`src/sv/pcc_pkg.sv`:
```
package pcc_pkg;

    localparam int SMP_W = 16;          // port sample width
    localparam int DEN_W = 18;          // 3 * in_max
    localparam int Q_W   = 16;          // gray quotient bits
    localparam int NUM_W = DEN_W + Q_W; // dividend / remainder width

    typedef logic [SMP_W-1:0] t_smp;
    typedef logic [DEN_W-1:0] t_den;
    typedef logic [Q_W-1:0]   t_quot;
    typedef logic [NUM_W-1:0] t_num;
    typedef logic [2:0]       t_mode;
    typedef logic [1:0]       t_chan;
    typedef logic [1:0]       t_reg_idx;

    localparam t_mode MODE_BITMAP  = 3'd0;
    localparam t_mode MODE_GRAY    = 3'd1;
    localparam t_mode MODE_ISOLATE = 3'd2;
    localparam t_mode MODE_REMOVE  = 3'd3;
    localparam t_mode MODE_SEPIA   = 3'd4;

    localparam t_chan CH_RED   = 2'd0;
    localparam t_chan CH_GREEN = 2'd1;
    localparam t_chan CH_BLUE  = 2'd2;

    localparam t_reg_idx REG_MODE     = 2'd0;
    localparam t_reg_idx REG_CHANNEL  = 2'd1;
    localparam t_reg_idx REG_IN_MAX   = 2'd2;
    localparam t_reg_idx REG_GRAY_MAX = 2'd3;

    localparam int Q_SHIFT = 10;

    // Sepia matrix, Q10, row = output channel
    localparam logic [9:0] SEPIA_COEF [0:2][0:2] = '{
        '{10'd402, 10'd787, 10'd194},
        '{10'd357, 10'd702, 10'd172},
        '{10'd279, 10'd547, 10'd134}
    };

    // Payload that rides along the divider chain
    typedef struct packed {
        t_smp red;
        t_smp green;
        t_smp blue;
        t_smp level;
        logic gray;   // level comes from the quotient
        logic ovf;    // quotient is at least 2^Q_W
    } t_item;

endpackage

```
`src/sv/pcc_front.sv`:
```
module pcc_front #(
    parameter int SAMPLE_BITS = 16
) (
    input  logic            i_clk,
    input  logic            i_rst_n,
    input  logic            i_valid,
    output logic            o_ready,
    input  pcc_pkg::t_smp   i_red,
    input  pcc_pkg::t_smp   i_green,
    input  pcc_pkg::t_smp   i_blue,
    input  pcc_pkg::t_mode  i_mode,
    input  pcc_pkg::t_chan  i_channel,
    input  pcc_pkg::t_smp   i_in_max,
    input  pcc_pkg::t_smp   i_gray_max,
    input  pcc_pkg::t_den   i_den,
    output logic            o_valid,
    input  logic            i_ready,
    output pcc_pkg::t_num   o_rem,
    output pcc_pkg::t_item  o_item
);

    localparam int SW     = pcc_pkg::SMP_W;
    localparam int SUM_W  = SAMPLE_BITS + 2;
    localparam int PROD_W = SUM_W + SW;
    localparam int ACC_W  = SAMPLE_BITS + 11;
    localparam int SHR_W  = ACC_W - pcc_pkg::Q_SHIFT;
    localparam int LIM_W  = SW + 1;
    localparam int BM_W   = SUM_W + 2;
    localparam int NW     = pcc_pkg::NUM_W;
    localparam logic [LIM_W-1:0] SMP_MASK = LIM_W'((64'd1 << SAMPLE_BITS) - 64'd1);

    logic                   rdy_a, rdy_b, rdy_c;
    logic [SAMPLE_BITS-1:0] px_in [0:2];

    logic                   r_a_valid;
    logic [SAMPLE_BITS-1:0] r_a_px [0:2];

    logic                   r_b_valid;
    logic [SAMPLE_BITS-1:0] r_b_px [0:2];
    logic [SUM_W-1:0]       r_b_sum;
    logic [PROD_W-1:0]      r_b_prod;
    logic [ACC_W-1:0]       r_b_acc [0:2];
    logic [SUM_W-1:0]       n_b_sum;
    logic [PROD_W-1:0]      n_b_prod;
    logic [ACC_W-1:0]       n_b_acc [0:2];

    logic                   r_c_valid;
    pcc_pkg::t_num          r_c_rem;
    pcc_pkg::t_item         r_c_item;
    pcc_pkg::t_item         n_c_item;

    logic [LIM_W-1:0]       lim;
    logic [LIM_W-1:0]       sep [0:2];
    logic [SHR_W-1:0]       shr;
    pcc_pkg::t_smp          px_ext [0:2];
    logic                   dark;

    assign rdy_c   = !r_c_valid || i_ready;
    assign rdy_b   = !r_b_valid || rdy_c;
    assign rdy_a   = !r_a_valid || rdy_b;
    assign o_ready = rdy_a;
    assign o_valid = r_c_valid;
    assign o_rem   = r_c_rem;
    assign o_item  = r_c_item;

    assign px_in[0] = i_red[SAMPLE_BITS-1:0];
    assign px_in[1] = i_green[SAMPLE_BITS-1:0];
    assign px_in[2] = i_blue[SAMPLE_BITS-1:0];

    // stage B: sum, gray product, sepia accumulations
    always_comb begin
        n_b_sum  = SUM_W'(r_a_px[0]) + SUM_W'(r_a_px[1]) + SUM_W'(r_a_px[2]);
        n_b_prod = PROD_W'(n_b_sum) * PROD_W'(i_gray_max);
        for (int c = 0; c < 3; c++) begin
            n_b_acc[c] = ACC_W'(pcc_pkg::SEPIA_COEF[c][0]) * ACC_W'(r_a_px[0])
                       + ACC_W'(pcc_pkg::SEPIA_COEF[c][1]) * ACC_W'(r_a_px[1])
                       + ACC_W'(pcc_pkg::SEPIA_COEF[c][2]) * ACC_W'(r_a_px[2]);
        end
    end

    // stage C: clamp, threshold, mode select
    always_comb begin
        shr = '0;
        lim = (LIM_W'(i_in_max) > SMP_MASK) ? SMP_MASK : LIM_W'(i_in_max);
        for (int c = 0; c < 3; c++) begin
            shr       = r_b_acc[c][ACC_W-1:pcc_pkg::Q_SHIFT];
            sep[c]    = (LIM_W'(shr) > lim) ? lim : LIM_W'(shr);
            px_ext[c] = SW'(r_b_px[c]);
        end
        dark = (BM_W'(r_b_sum) << 1) < (BM_W'(i_in_max) + (BM_W'(i_in_max) << 1));

        n_c_item = '0;
        case (i_mode)
            pcc_pkg::MODE_BITMAP: begin
                n_c_item.level = SW'(dark);
            end
            pcc_pkg::MODE_GRAY: begin
                n_c_item.gray = 1'b1;
                n_c_item.ovf  = NW'(r_b_prod) >= (NW'(i_den) << pcc_pkg::Q_W);
            end
            pcc_pkg::MODE_ISOLATE: begin
                n_c_item.red   = (i_channel == pcc_pkg::CH_RED)   ? px_ext[0] : '0;
                n_c_item.green = (i_channel == pcc_pkg::CH_GREEN) ? px_ext[1] : '0;
                n_c_item.blue  = (i_channel == pcc_pkg::CH_BLUE)  ? px_ext[2] : '0;
            end
            pcc_pkg::MODE_REMOVE: begin
                n_c_item.red   = (i_channel == pcc_pkg::CH_RED)   ? '0 : px_ext[0];
                n_c_item.green = (i_channel == pcc_pkg::CH_GREEN) ? '0 : px_ext[1];
                n_c_item.blue  = (i_channel == pcc_pkg::CH_BLUE)  ? '0 : px_ext[2];
            end
            pcc_pkg::MODE_SEPIA: begin
                n_c_item.red   = SW'(sep[0]);
                n_c_item.green = SW'(sep[1]);
                n_c_item.blue  = SW'(sep[2]);
            end
            default: begin
                n_c_item = '0;
            end
        endcase
    end

    always_ff @(posedge i_clk) begin
        if (!i_rst_n) begin
            r_a_valid <= 1'b0;
            r_b_valid <= 1'b0;
            r_c_valid <= 1'b0;
        end else begin
            if (rdy_a) begin
                r_a_valid <= i_valid;
            end
            if (rdy_b) begin
                r_b_valid <= r_a_valid;
            end
            if (rdy_c) begin
                r_c_valid <= r_b_valid;
            end
        end
    end

    always_ff @(posedge i_clk) begin
        if (rdy_a) begin
            r_a_px <= px_in;
        end
        if (rdy_b) begin
            r_b_px   <= r_a_px;
            r_b_sum  <= n_b_sum;
            r_b_prod <= n_b_prod;
            r_b_acc  <= n_b_acc;
        end
        if (rdy_c) begin
            r_c_rem  <= NW'(r_b_prod);
            r_c_item <= n_c_item;
        end
    end

endmodule

```
`src/sv/pcc_div_cell.sv`:
```
module pcc_div_cell #(
    parameter int BIT = 0
) (
    input  logic            i_clk,
    input  logic            i_rst_n,
    input  logic            i_valid,
    output logic            o_ready,
    input  pcc_pkg::t_num   i_rem,
    input  pcc_pkg::t_quot  i_quot,
    input  pcc_pkg::t_item  i_item,
    input  pcc_pkg::t_den   i_den,
    output logic            o_valid,
    input  logic            i_ready,
    output pcc_pkg::t_num   o_rem,
    output pcc_pkg::t_quot  o_quot,
    output pcc_pkg::t_item  o_item
);

    localparam int NW = pcc_pkg::NUM_W;

    logic            r_valid;
    pcc_pkg::t_num   r_rem;
    pcc_pkg::t_quot  r_quot;
    pcc_pkg::t_item  r_item;
    pcc_pkg::t_num   shifted;
    logic            fits;
    pcc_pkg::t_num   n_rem;
    pcc_pkg::t_quot  n_quot;

    assign o_ready = !r_valid || i_ready;
    assign o_valid = r_valid;
    assign o_rem   = r_rem;
    assign o_quot  = r_quot;
    assign o_item  = r_item;

    // one restoring step: quotient bit BIT
    always_comb begin
        shifted     = NW'(i_den) << BIT;
        fits        = i_rem >= shifted;
        n_rem       = fits ? (i_rem - shifted) : i_rem;
        n_quot      = i_quot;
        n_quot[BIT] = fits;
    end

    always_ff @(posedge i_clk) begin
        if (!i_rst_n) begin
            r_valid <= 1'b0;
        end else if (o_ready) begin
            r_valid <= i_valid;
        end
    end

    always_ff @(posedge i_clk) begin
        if (o_ready) begin
            r_rem  <= n_rem;
            r_quot <= n_quot;
            r_item <= i_item;
        end
    end

endmodule

```
`src/sv/pixel_color_converter.sv`:
```
// Pixel colour converter. One RGB pixel per transaction in, one converted
// pixel per transaction out, in order; a new pixel can be taken every clock
// cycle unless the pipeline is stalled. A pixel passes three front stages
// (capture, products, mode select), a row of 16 divider cells that each
// resolve one bit of the grey quotient, and the output register. Every stage
// has its own valid bit and stalls only when the stage after it is full, so
// bubbles close up and input is still taken while a result waits. The
// registers are written through i_cfg_we/i_cfg_idx/i_cfg_wdata and must only
// be changed while the block holds no pixel.
module pixel_color_converter #(
    parameter int SAMPLE_BITS = 16
) (
    input  logic        i_clk,
    input  logic        i_rst_n,
    // slave side
    input  logic        i_s_tvalid,
    output logic        o_s_tready,
    input  logic [47:0] i_s_tdata,   // in_red, in_green, in_blue
    // master side
    output logic        o_m_tvalid,
    input  logic        i_m_tready,
    output logic [63:0] o_m_tdata,   // out_red, out_green, out_blue, out_level
    // register writes: 0 mode, 1 channel, 2 in_max, 3 gray_max
    input  logic        i_cfg_we,
    input  logic [1:0]  i_cfg_idx,
    input  logic [15:0] i_cfg_wdata
);

    localparam int NCELL = pcc_pkg::Q_W;

    pcc_pkg::t_mode  r_mode;
    pcc_pkg::t_chan  r_channel;
    pcc_pkg::t_smp   r_in_max;
    pcc_pkg::t_smp   r_gray_max;
    pcc_pkg::t_smp   max_nz;
    pcc_pkg::t_den   den;

    logic            c_valid [0:NCELL];
    logic            c_ready [0:NCELL];
    pcc_pkg::t_num   c_rem   [0:NCELL];
    pcc_pkg::t_quot  c_quot  [0:NCELL];
    pcc_pkg::t_item  c_item  [0:NCELL];

    logic            r_m_valid;
    logic [63:0]     r_m_data;
    logic            m_load;
    pcc_pkg::t_smp   level;
    pcc_pkg::t_item  last;

    // register file
    always_ff @(posedge i_clk) begin
        if (!i_rst_n) begin
            r_mode     <= pcc_pkg::MODE_BITMAP;
            r_channel  <= pcc_pkg::CH_RED;
            r_in_max   <= 16'd255;
            r_gray_max <= 16'd255;
        end else if (i_cfg_we) begin
            case (i_cfg_idx)
                pcc_pkg::REG_MODE:     r_mode     <= i_cfg_wdata[2:0];
                pcc_pkg::REG_CHANNEL:  r_channel  <= i_cfg_wdata[1:0];
                pcc_pkg::REG_IN_MAX:   r_in_max   <= i_cfg_wdata;
                pcc_pkg::REG_GRAY_MAX: r_gray_max <= i_cfg_wdata;
                default: begin
                end
            endcase
        end
    end

    // grey divisor 3*in_max; a zero maximum divides as one
    assign max_nz = (r_in_max == '0) ? pcc_pkg::t_smp'(1) : r_in_max;
    assign den    = pcc_pkg::t_den'(max_nz) + (pcc_pkg::t_den'(max_nz) << 1);

    pcc_front #(
        .SAMPLE_BITS (SAMPLE_BITS)
    ) u_front (
        .i_clk      (i_clk),
        .i_rst_n    (i_rst_n),
        .i_valid    (i_s_tvalid),
        .o_ready    (o_s_tready),
        .i_red      (i_s_tdata[15:0]),
        .i_green    (i_s_tdata[31:16]),
        .i_blue     (i_s_tdata[47:32]),
        .i_mode     (r_mode),
        .i_channel  (r_channel),
        .i_in_max   (r_in_max),
        .i_gray_max (r_gray_max),
        .i_den      (den),
        .o_valid    (c_valid[0]),
        .i_ready    (c_ready[0]),
        .o_rem      (c_rem[0]),
        .o_item     (c_item[0])
    );

    assign c_quot[0] = '0;

    // divider row, most significant quotient bit first
    for (genvar k = 0; k < NCELL; k++) begin : g_cell
        pcc_div_cell #(
            .BIT (NCELL - 1 - k)
        ) u_cell (
            .i_clk   (i_clk),
            .i_rst_n (i_rst_n),
            .i_valid (c_valid[k]),
            .o_ready (c_ready[k]),
            .i_rem   (c_rem[k]),
            .i_quot  (c_quot[k]),
            .i_item  (c_item[k]),
            .i_den   (den),
            .o_valid (c_valid[k+1]),
            .i_ready (c_ready[k+1]),
            .o_rem   (c_rem[k+1]),
            .o_quot  (c_quot[k+1]),
            .o_item  (c_item[k+1])
        );
    end

    // output register; grey level saturates at gray_max
    assign m_load         = !r_m_valid || i_m_tready;
    assign c_ready[NCELL] = m_load;
    assign last           = c_item[NCELL];

    always_comb begin
        level = last.level;
        if (last.gray) begin
            if (last.ovf || (c_quot[NCELL] > r_gray_max)) begin
                level = r_gray_max;
            end else begin
                level = c_quot[NCELL];
            end
        end
    end

    always_ff @(posedge i_clk) begin
        if (!i_rst_n) begin
            r_m_valid <= 1'b0;
        end else if (m_load) begin
            r_m_valid <= c_valid[NCELL];
        end
    end

    always_ff @(posedge i_clk) begin
        if (m_load) begin
            r_m_data <= {level, last.blue, last.green, last.red};
        end
    end

    assign o_m_tvalid = r_m_valid;
    assign o_m_tdata  = r_m_data;

endmodule

```
`config.mk`:
```
export PLATFORM = sky130hd
export DESIGN_NAME = pixel_color_converter
export DESIGN_NICKNAME = d
export VERILOG_FILES = /design/src/sv/pcc_pkg.sv /design/src/sv/pcc_front.sv /design/src/sv/pcc_div_cell.sv /design/src/sv/pixel_color_converter.sv
export SDC_FILE = /design/constraint.sdc
export NUM_CORES = 2
export LEC_CHECK = 0
export ABC_AREA = 1
export BUFFER_PORTS_ARGS = -buffer_cell sky130_fd_sc_hd__buf_2
export CORE_MARGIN = 4
export CORE_UTILIZATION = 30
export CTS_CLUSTER_DIAMETER = 60
export CTS_CLUSTER_SIZE = 28
export DETAILED_ROUTE_END_ITERATION = 10
export GPL_TIMING_DRIVEN = 0
export HOLD_SLACK_MARGIN = 0.1
export SETUP_SLACK_MARGIN = 0.2
export SLEW_MARGIN = 10
export SYNTH_ARGS = -nofsm -noshare
export SYNTH_HDL_FRONTEND = slang
export SYNTH_SLANG_ARGS = --single-unit
```
`constraint.sdc`:
```
create_clock -name i_clk -period 16.6 [get_ports i_clk]
set_input_delay 0.83 -clock i_clk [delete_from_list [all_inputs] [get_ports i_clk]]
set_output_delay 0.83 -clock i_clk [all_outputs]
set_load 0.005 [all_outputs]
```
* After elaboration in Yosys (flattened, before gate mapping)
Cells that the tools add are included.
** Operators by class
- Eq/ne operators :: 9
- $mul :: 10
- Multiplexer cells :: 29
- Reduce and logical (&&, ||, !) cells :: 49
- Add/sub/neg operators :: 25
- Order comparisons :: 22
** Operators by type and width (count)
- $mux 34 :: 15
- $mux 16 :: 12
- $pmux 48 s3 :: 1
- $add 25x26->27 :: 3
- $add 27x24->27 :: 3
- $mul 9x16->25 const A :: 3
- $mul 10x16->26 const A :: 2
- $gt 17x16->1 :: 3
- $mul 7x16->23 const A :: 2
- $add 16x17->18 :: 2
- $ge 34x18->1 :: 1
- $ge 34x19->1 :: 1
- $ge 34x20->1 :: 1
- $ge 34x21->1 :: 1
- $ge 34x22->1 :: 1
- $ge 34x23->1 :: 1
- $ge 34x24->1 :: 1
- $ge 34x25->1 :: 1
- $ge 34x26->1 :: 1
- $ge 34x27->1 :: 1
- $ge 34x28->1 :: 1
- $ge 34x29->1 :: 1
- $ge 34x30->1 :: 1
- $ge 34x31->1 :: 1
- other kinds (37) :: 84
** Word-level totals
- Flip-flop bits (word level) :: 2152
- Output and inout bits :: 66
- Logic and storage cells :: 315
- Bits of input ports :: 71

* Logic depth before layout (Yosys ltp)
- Depth in word-level cells :: 21
- Gate-level depth with buffers :: 39
- Mapped depth without buffers :: 39

* By module
From an unflattened synthesis, not the netlist that was laid out.
** Unflattened totals
- Cells, all modules :: 14974
- Area total of the unflattened synthesis :: 143106.0 um2
** By module, submodules not included
- pcc_front :: area each 48287.6 um2, instances 1, sequential area each 8588.2 um2, cells each 5650
- pcc_div_cell (g_cell[12].u_cell) :: area each 5934.4 um2, instances 1, sequential area each 3503.4 um2, cells each 623
- pcc_div_cell (g_cell[14].u_cell) :: area each 5930.7 um2, instances 1, sequential area each 3503.4 um2, cells each 648
- pcc_div_cell (g_cell[6].u_cell) :: area each 5801.8 um2, instances 1, sequential area each 3503.4 um2, cells each 587
- pcc_div_cell (g_cell[13].u_cell) :: area each 5791.8 um2, instances 1, sequential area each 3503.4 um2, cells each 570
- pcc_div_cell (g_cell[11].u_cell) :: area each 5729.2 um2, instances 1, sequential area each 3503.4 um2, cells each 583
- pcc_div_cell (g_cell[10].u_cell) :: area each 5691.7 um2, instances 1, sequential area each 3503.4 um2, cells each 573
- pcc_div_cell (g_cell[7].u_cell) :: area each 5686.7 um2, instances 1, sequential area each 3503.4 um2, cells each 548
- pcc_div_cell (g_cell[9].u_cell) :: area each 5677.9 um2, instances 1, sequential area each 3503.4 um2, cells each 582
- pcc_div_cell (g_cell[15].u_cell) :: area each 5665.4 um2, instances 1, sequential area each 3503.4 um2, cells each 562
- pcc_div_cell (g_cell[8].u_cell) :: area each 5635.4 um2, instances 1, sequential area each 3503.4 um2, cells each 576
- pcc_div_cell (g_cell[5].u_cell) :: area each 5544.1 um2, instances 1, sequential area each 3503.4 um2, cells each 535
- pcc_div_cell (g_cell[4].u_cell) :: area each 5454.0 um2, instances 1, sequential area each 3503.4 um2, cells each 508
- pcc_div_cell (g_cell[3].u_cell) :: area each 5366.4 um2, instances 1, sequential area each 3503.4 um2, cells each 502
- +4 rows

* Worst setup path before layout
OpenSTA, ideal clock, no wires.
- Kind :: input -> register
- From :: in i_m_tready
- To :: reg u_front.r_b_px (netlist bit u_front.px_ext[0]) (enable)
- Data arrival time :: 8.897 ns
- Buffers on the path :: 0
- Path slack :: 6.617 ns
- Required time :: 15.514 ns
- Stages on the path :: 10
- Setup time :: 1.086 ns
- Cells stage by stage :: inv_1 -> nand4_4 -> nor3_4 -> nand4_4 -> nor2_4 -> nand4_4 -> nor2_4 -> nand4_4 -> nor2_8 -> nand3_2
** Between the ends
- Longest elaborated chain between the ends :: 19
** RTL lines
- from (decl) :: RTL line pixel_color_converter.sv:21 : input logic i_m_tready,
- $logic_or 1x1->1 :: RTL line pixel_color_converter.sv:118 : assign m_load = !r_m_valid || i_m_tready;
- $logic_or 1x1->1 (2 in a row) :: RTL line pcc_div_cell.sv:30 : assign o_ready = !r_valid || i_ready;
- named net g_cell[13].u_cell.i_ready :: RTL line pcc_div_cell.sv:13 : input logic i_ready,
- $logic_or 1x1->1 (5 in a row) :: RTL line pcc_div_cell.sv:30
- named net g_cell[8].u_cell.i_ready :: RTL line pcc_div_cell.sv:13
- $logic_or 1x1->1 (4 in a row) :: RTL line pcc_div_cell.sv:30
- named net g_cell[4].u_cell.i_ready :: RTL line pcc_div_cell.sv:13
- $logic_or 1x1->1 (4 in a row) :: RTL line pcc_div_cell.sv:30
- named net g_cell[0].u_cell.i_ready :: RTL line pcc_div_cell.sv:13
- $logic_or 1x1->1 :: RTL line pcc_div_cell.sv:30
- $logic_or 1x1->1 :: RTL line pcc_front.sv:58 : assign rdy_c = !r_c_valid || i_ready;
- $logic_or 1x1->1 :: RTL line pcc_front.sv:59 : assign rdy_b = !r_b_valid || rdy_c;
- named net u_front.rdy_b :: RTL line pcc_front.sv:32 : logic rdy_a, rdy_b, rdy_c;
- to (signal assigned) :: RTL line pcc_front.sv:145 : r_b_px <= r_a_px;
- to (decl) :: RTL line pcc_front.sv:39 : logic [SAMPLE_BITS-1:0] r_b_px [0:2];
The timed path passes the listed nets, and every way through them passes these cells.
A chain may end at the register's enable or synchronous reset.

* Worst setup path in the final report
- From :: reg u_front.r_a_px[16] (netlist name)
- To :: reg u_front.r_b_prod[30] (data pin)
** Between the ends
- Longest elaborated chain between the ends :: 3
** RTL lines
- from (decl) :: RTL line pcc_front.sv:36 : logic [SAMPLE_BITS-1:0] r_a_px [0:2];
- from (signal assigned) :: RTL line pcc_front.sv:142 : r_a_px <= px_in;
- $add 16x16->17 :: RTL line pcc_front.sv:72 : n_b_sum = SUM_W'(r_a_px[0]) + SUM_W'(r_a_px[1]) + SUM_W'(r_a_px[2]);
- $add 18x16->18 :: RTL line pcc_front.sv:72
- named net u_front.n_b_sum[10] :: RTL line pcc_front.sv:43 : logic [SUM_W-1:0] n_b_sum;
- $mul 18x16->34 :: RTL line pcc_front.sv:73 : n_b_prod = PROD_W'(n_b_sum) * PROD_W'(i_gray_max);
- named net u_front.n_b_prod[30] :: RTL line pcc_front.sv:44 : logic [PROD_W-1:0] n_b_prod;
- to (signal assigned) :: RTL line pcc_front.sv:147 : r_b_prod <= n_b_prod;
- to (decl) :: RTL line pcc_front.sv:41 : logic [PROD_W-1:0] r_b_prod;
The timed path passes the listed nets, and every way through them passes these cells.

==> flow_summary.ini <==
[clock_tree]
clk_pin_slew_ps = 80
h-tree-depth = 4
cts.path.max_buffers = 4
cts_buffers = 153
cts_tree = yes
hold_buffers = 10
cts_sinks = 1867
postCtsSetupBuffers = 0
clock-root-buffer = clkbuf_16
post_cts_resized = 0
clk_latency_ps = 880

[global_route]
grt_pass1_vias = 75020
antenna_found_initial = 26
globalRouteOverflowTotal = 0
track_usage_pct = 15.05
grt_pass1_wl_mm = 460.6
grt_max_degree = 76

[cells_and_area]
multiInputGateArea_sq_um = 53340
final_nets = 12790
seq_area_sq_um = 55490
area_delta_synth_final_pct = 12.48
drive_above_1_share_pct = 6.391
final_common_cell = edfxtp_1
fin_area_sq_um = 130200
fillerInstances = 38360
final_cell_mix = 1810 x edfxtp_1, 1738 x inv_1, 1527 x nand2_1

[timing]
max_slew.worst_pin.slew_ps = 1344
hold_violations = 0
drv_slew = 0
setup_tns_ps = 0
skew_ps = 108.1
fmax_mhz = 89.92
period_minus_slack_ps = 11120
setup_viol = 0
worst_hold_slack_ps = 174.0
max-slew-margin-rel_pct = 10.39
rsz0062_at_grt = no
min_period_over_period_pct = 67.00

[logic_synthesis]
ys_ff_latch = 1867
synth.net_count = 12430
ys_seq_area_share_pct = 47.92
yosys_warnings = 0
synthFlopType = edfxtp_1
synth.distinct_cells = 77
syn-cell-area_sq_um = 115800
ys_async_sr_fraction_pct = 0
syn-instance-count = 10610
avgSynthCellArea_sq_um = 10.91
synth_edf_count = 1810

[die]
core-area_sq_um = 383400
ioPinCount = 137
die_w_um = 629.3
die_area_sq_um = 396000
die_h_um = 629.3
rows = 227
initial_core_util_pct = 30.20

[job]
cap_violations = 0

[detailed_routing]
routed_wl_mm = 303.0
drtIter0Drc = 5716
route.vias.total = 75690
drt-wirelength-per-cell_um = 18.77
first_pass_iters = 6
ant_nets = 0
drc_errors = 0
viasPerCell = 4.689

[status]
status = finished, final reports clean

[placement]
dpl_cell_area_sq_um = 124300
place_congestion = 0.9187
dp.final_hpwl_mm = 241.7
portBuffers = 136

[worst_setup_path]
rrSetupSlack_ps = 5480
cp_slowest_stage_delay_ps = 1160
cp.arrival_ps = 11640
crit_fanout = 11
rr_endpoint = u_front.r_b_prod[30]
cp.required_ps = 17120
r2r.worst_path.cells = 35
crit_family = adder cells
r2r-start = u_front.r_a_px[16]
worstSetupEndpointType = flop
crit_path_top_delay_cell = edfxtp_1
path_buf_inv = 8
startpoint_type = flop
path_class = flop to flop

[worst_hold_path]
hp-class = input port to flop
hold_depth = 1
min_to = u_front.r_a_px[19]
min-delay-start = i_s_tdata[19]
==> worst reg2reg max path, delay by kind of cell, from the launching register on <==
family / cells / cell delay (ps)
buffers and inverters: 8 / 970
AO/OA/AOI/OAI: 7 / 950
adder cells (fa/ha/maj): 10 / 5120
flip-flops: 1 / 1160
AND/OR/NAND/NOR: 7 / 1750
XOR/XNOR: 3 / 840
==> logic make-up (layout without fill, tap and decap cells) <==
group / count (synthesis) / count (layout) / share of synthesized area [%]
buffers and inverters: 1901 / 2384 / 6.289
AOI/OAI and AO/OA: 1675 / 1675 / 8.097
xor gates and xnor gates: 518 / 518 / 3.947
muxes: 3 / 3 / 0.02593
other: 0 / 11 / 0
DFF: 1867 / 1867 / 47.92
and+or+nand+nor: 2900 / 2900 / 10.67
adders and majority gates: 1746 / 1746 / 23.04
==> through the flow <==
step	setup slack (ps)	std cells	utilization (%)
finish	5479	16140	33.97
global route	5174	16140	33.97
CTS	5643	16130	33.93
detailed placement	5760	15840	32.42
global placement	1744	15780	32.02
floorplan	6617	10610	-
==> how the worst max path moves through the flow <==
stage	from	to	slack (ps)	cells past startpoint
after floorplan	i_m_tready	u_front.px_ext[0]	6620	10
after global placement	i_m_tready	u_front.px_ext[26]	1740	11
after detailed placement	u_front.r_a_px[16]	u_front.r_b_prod[30]	5760	35
after CTS	u_front.r_a_px[16]	u_front.r_b_prod[30]	5640	35
after global routing	u_front.r_a_px[16]	u_front.r_b_prod[30]	5170	39
final	u_front.r_a_px[16]	u_front.r_b_prod[30]	5480	35
==> layout make-up <==
type | instances | area share, %
Clock inverter | 116 | 1.297
Sequential cell | 1867 | 42.61
Tap cell | 5038 | 4.840
Multi-Input combinational cell | 6842 | 40.95
Antenna cell | 11 | 0.02113
Inverter | 1773 | 5.131
Buffer | 128 | 0.4794
Timing Repair Buffer | 204 | 1.606
Clock buffer | 163 | 3.066
==> routing by layer <==
metal | wire, um | GRT usage, %
met5 | 52 | 0
met1 | 134200 | 20.26
met4 | 12450 | 5.745
met3 | 16340 | 2.143
met2 | 139900 | 24.53
==> cells in the mapped netlist (all sizes together) (19+ instances only) <==
master   count  share of area, %
edfxtp    1810                47
inv       1767               5.7
nand2     1542               5.0
ha        1102                12
a21oi      721               3.2
nor2       712               2.4
fa         644                11
o21ai      629               2.8
xor2       276               2.1
nand3      247               1.1
xnor2      242               1.8
nor3       124              0.56
nand4      118              0.70
nor4        84              0.46
clkbuf      70              0.23
buf         58              0.31
dfxtp       57              0.99
a31oi       54              0.29
o211ai      53              0.35
or2         40              0.22
o21bai      32              0.22
o22ai       32              0.17
a21o        28              0.18
o21a        25              0.16
o2111ai     22              0.17
a21boi      19              0.14
==> state kept, by name, indices dropped and copies added (netlist names), 46 cells and up <==
name	count
o_m_tdata	64
u_front.r_a_px	48
u_front.px_ext	46
g_cell.u_cell.o_rem	510
g_cell.u_cell.o_item	816
u_front.o_item	51
u_front.r_b_acc	53
g_cell.u_cell.o_quot	136
Power is left out: the tool's default activity adds up to more than one toggle a clock period on the data nets, which glitch-free logic cannot reach.
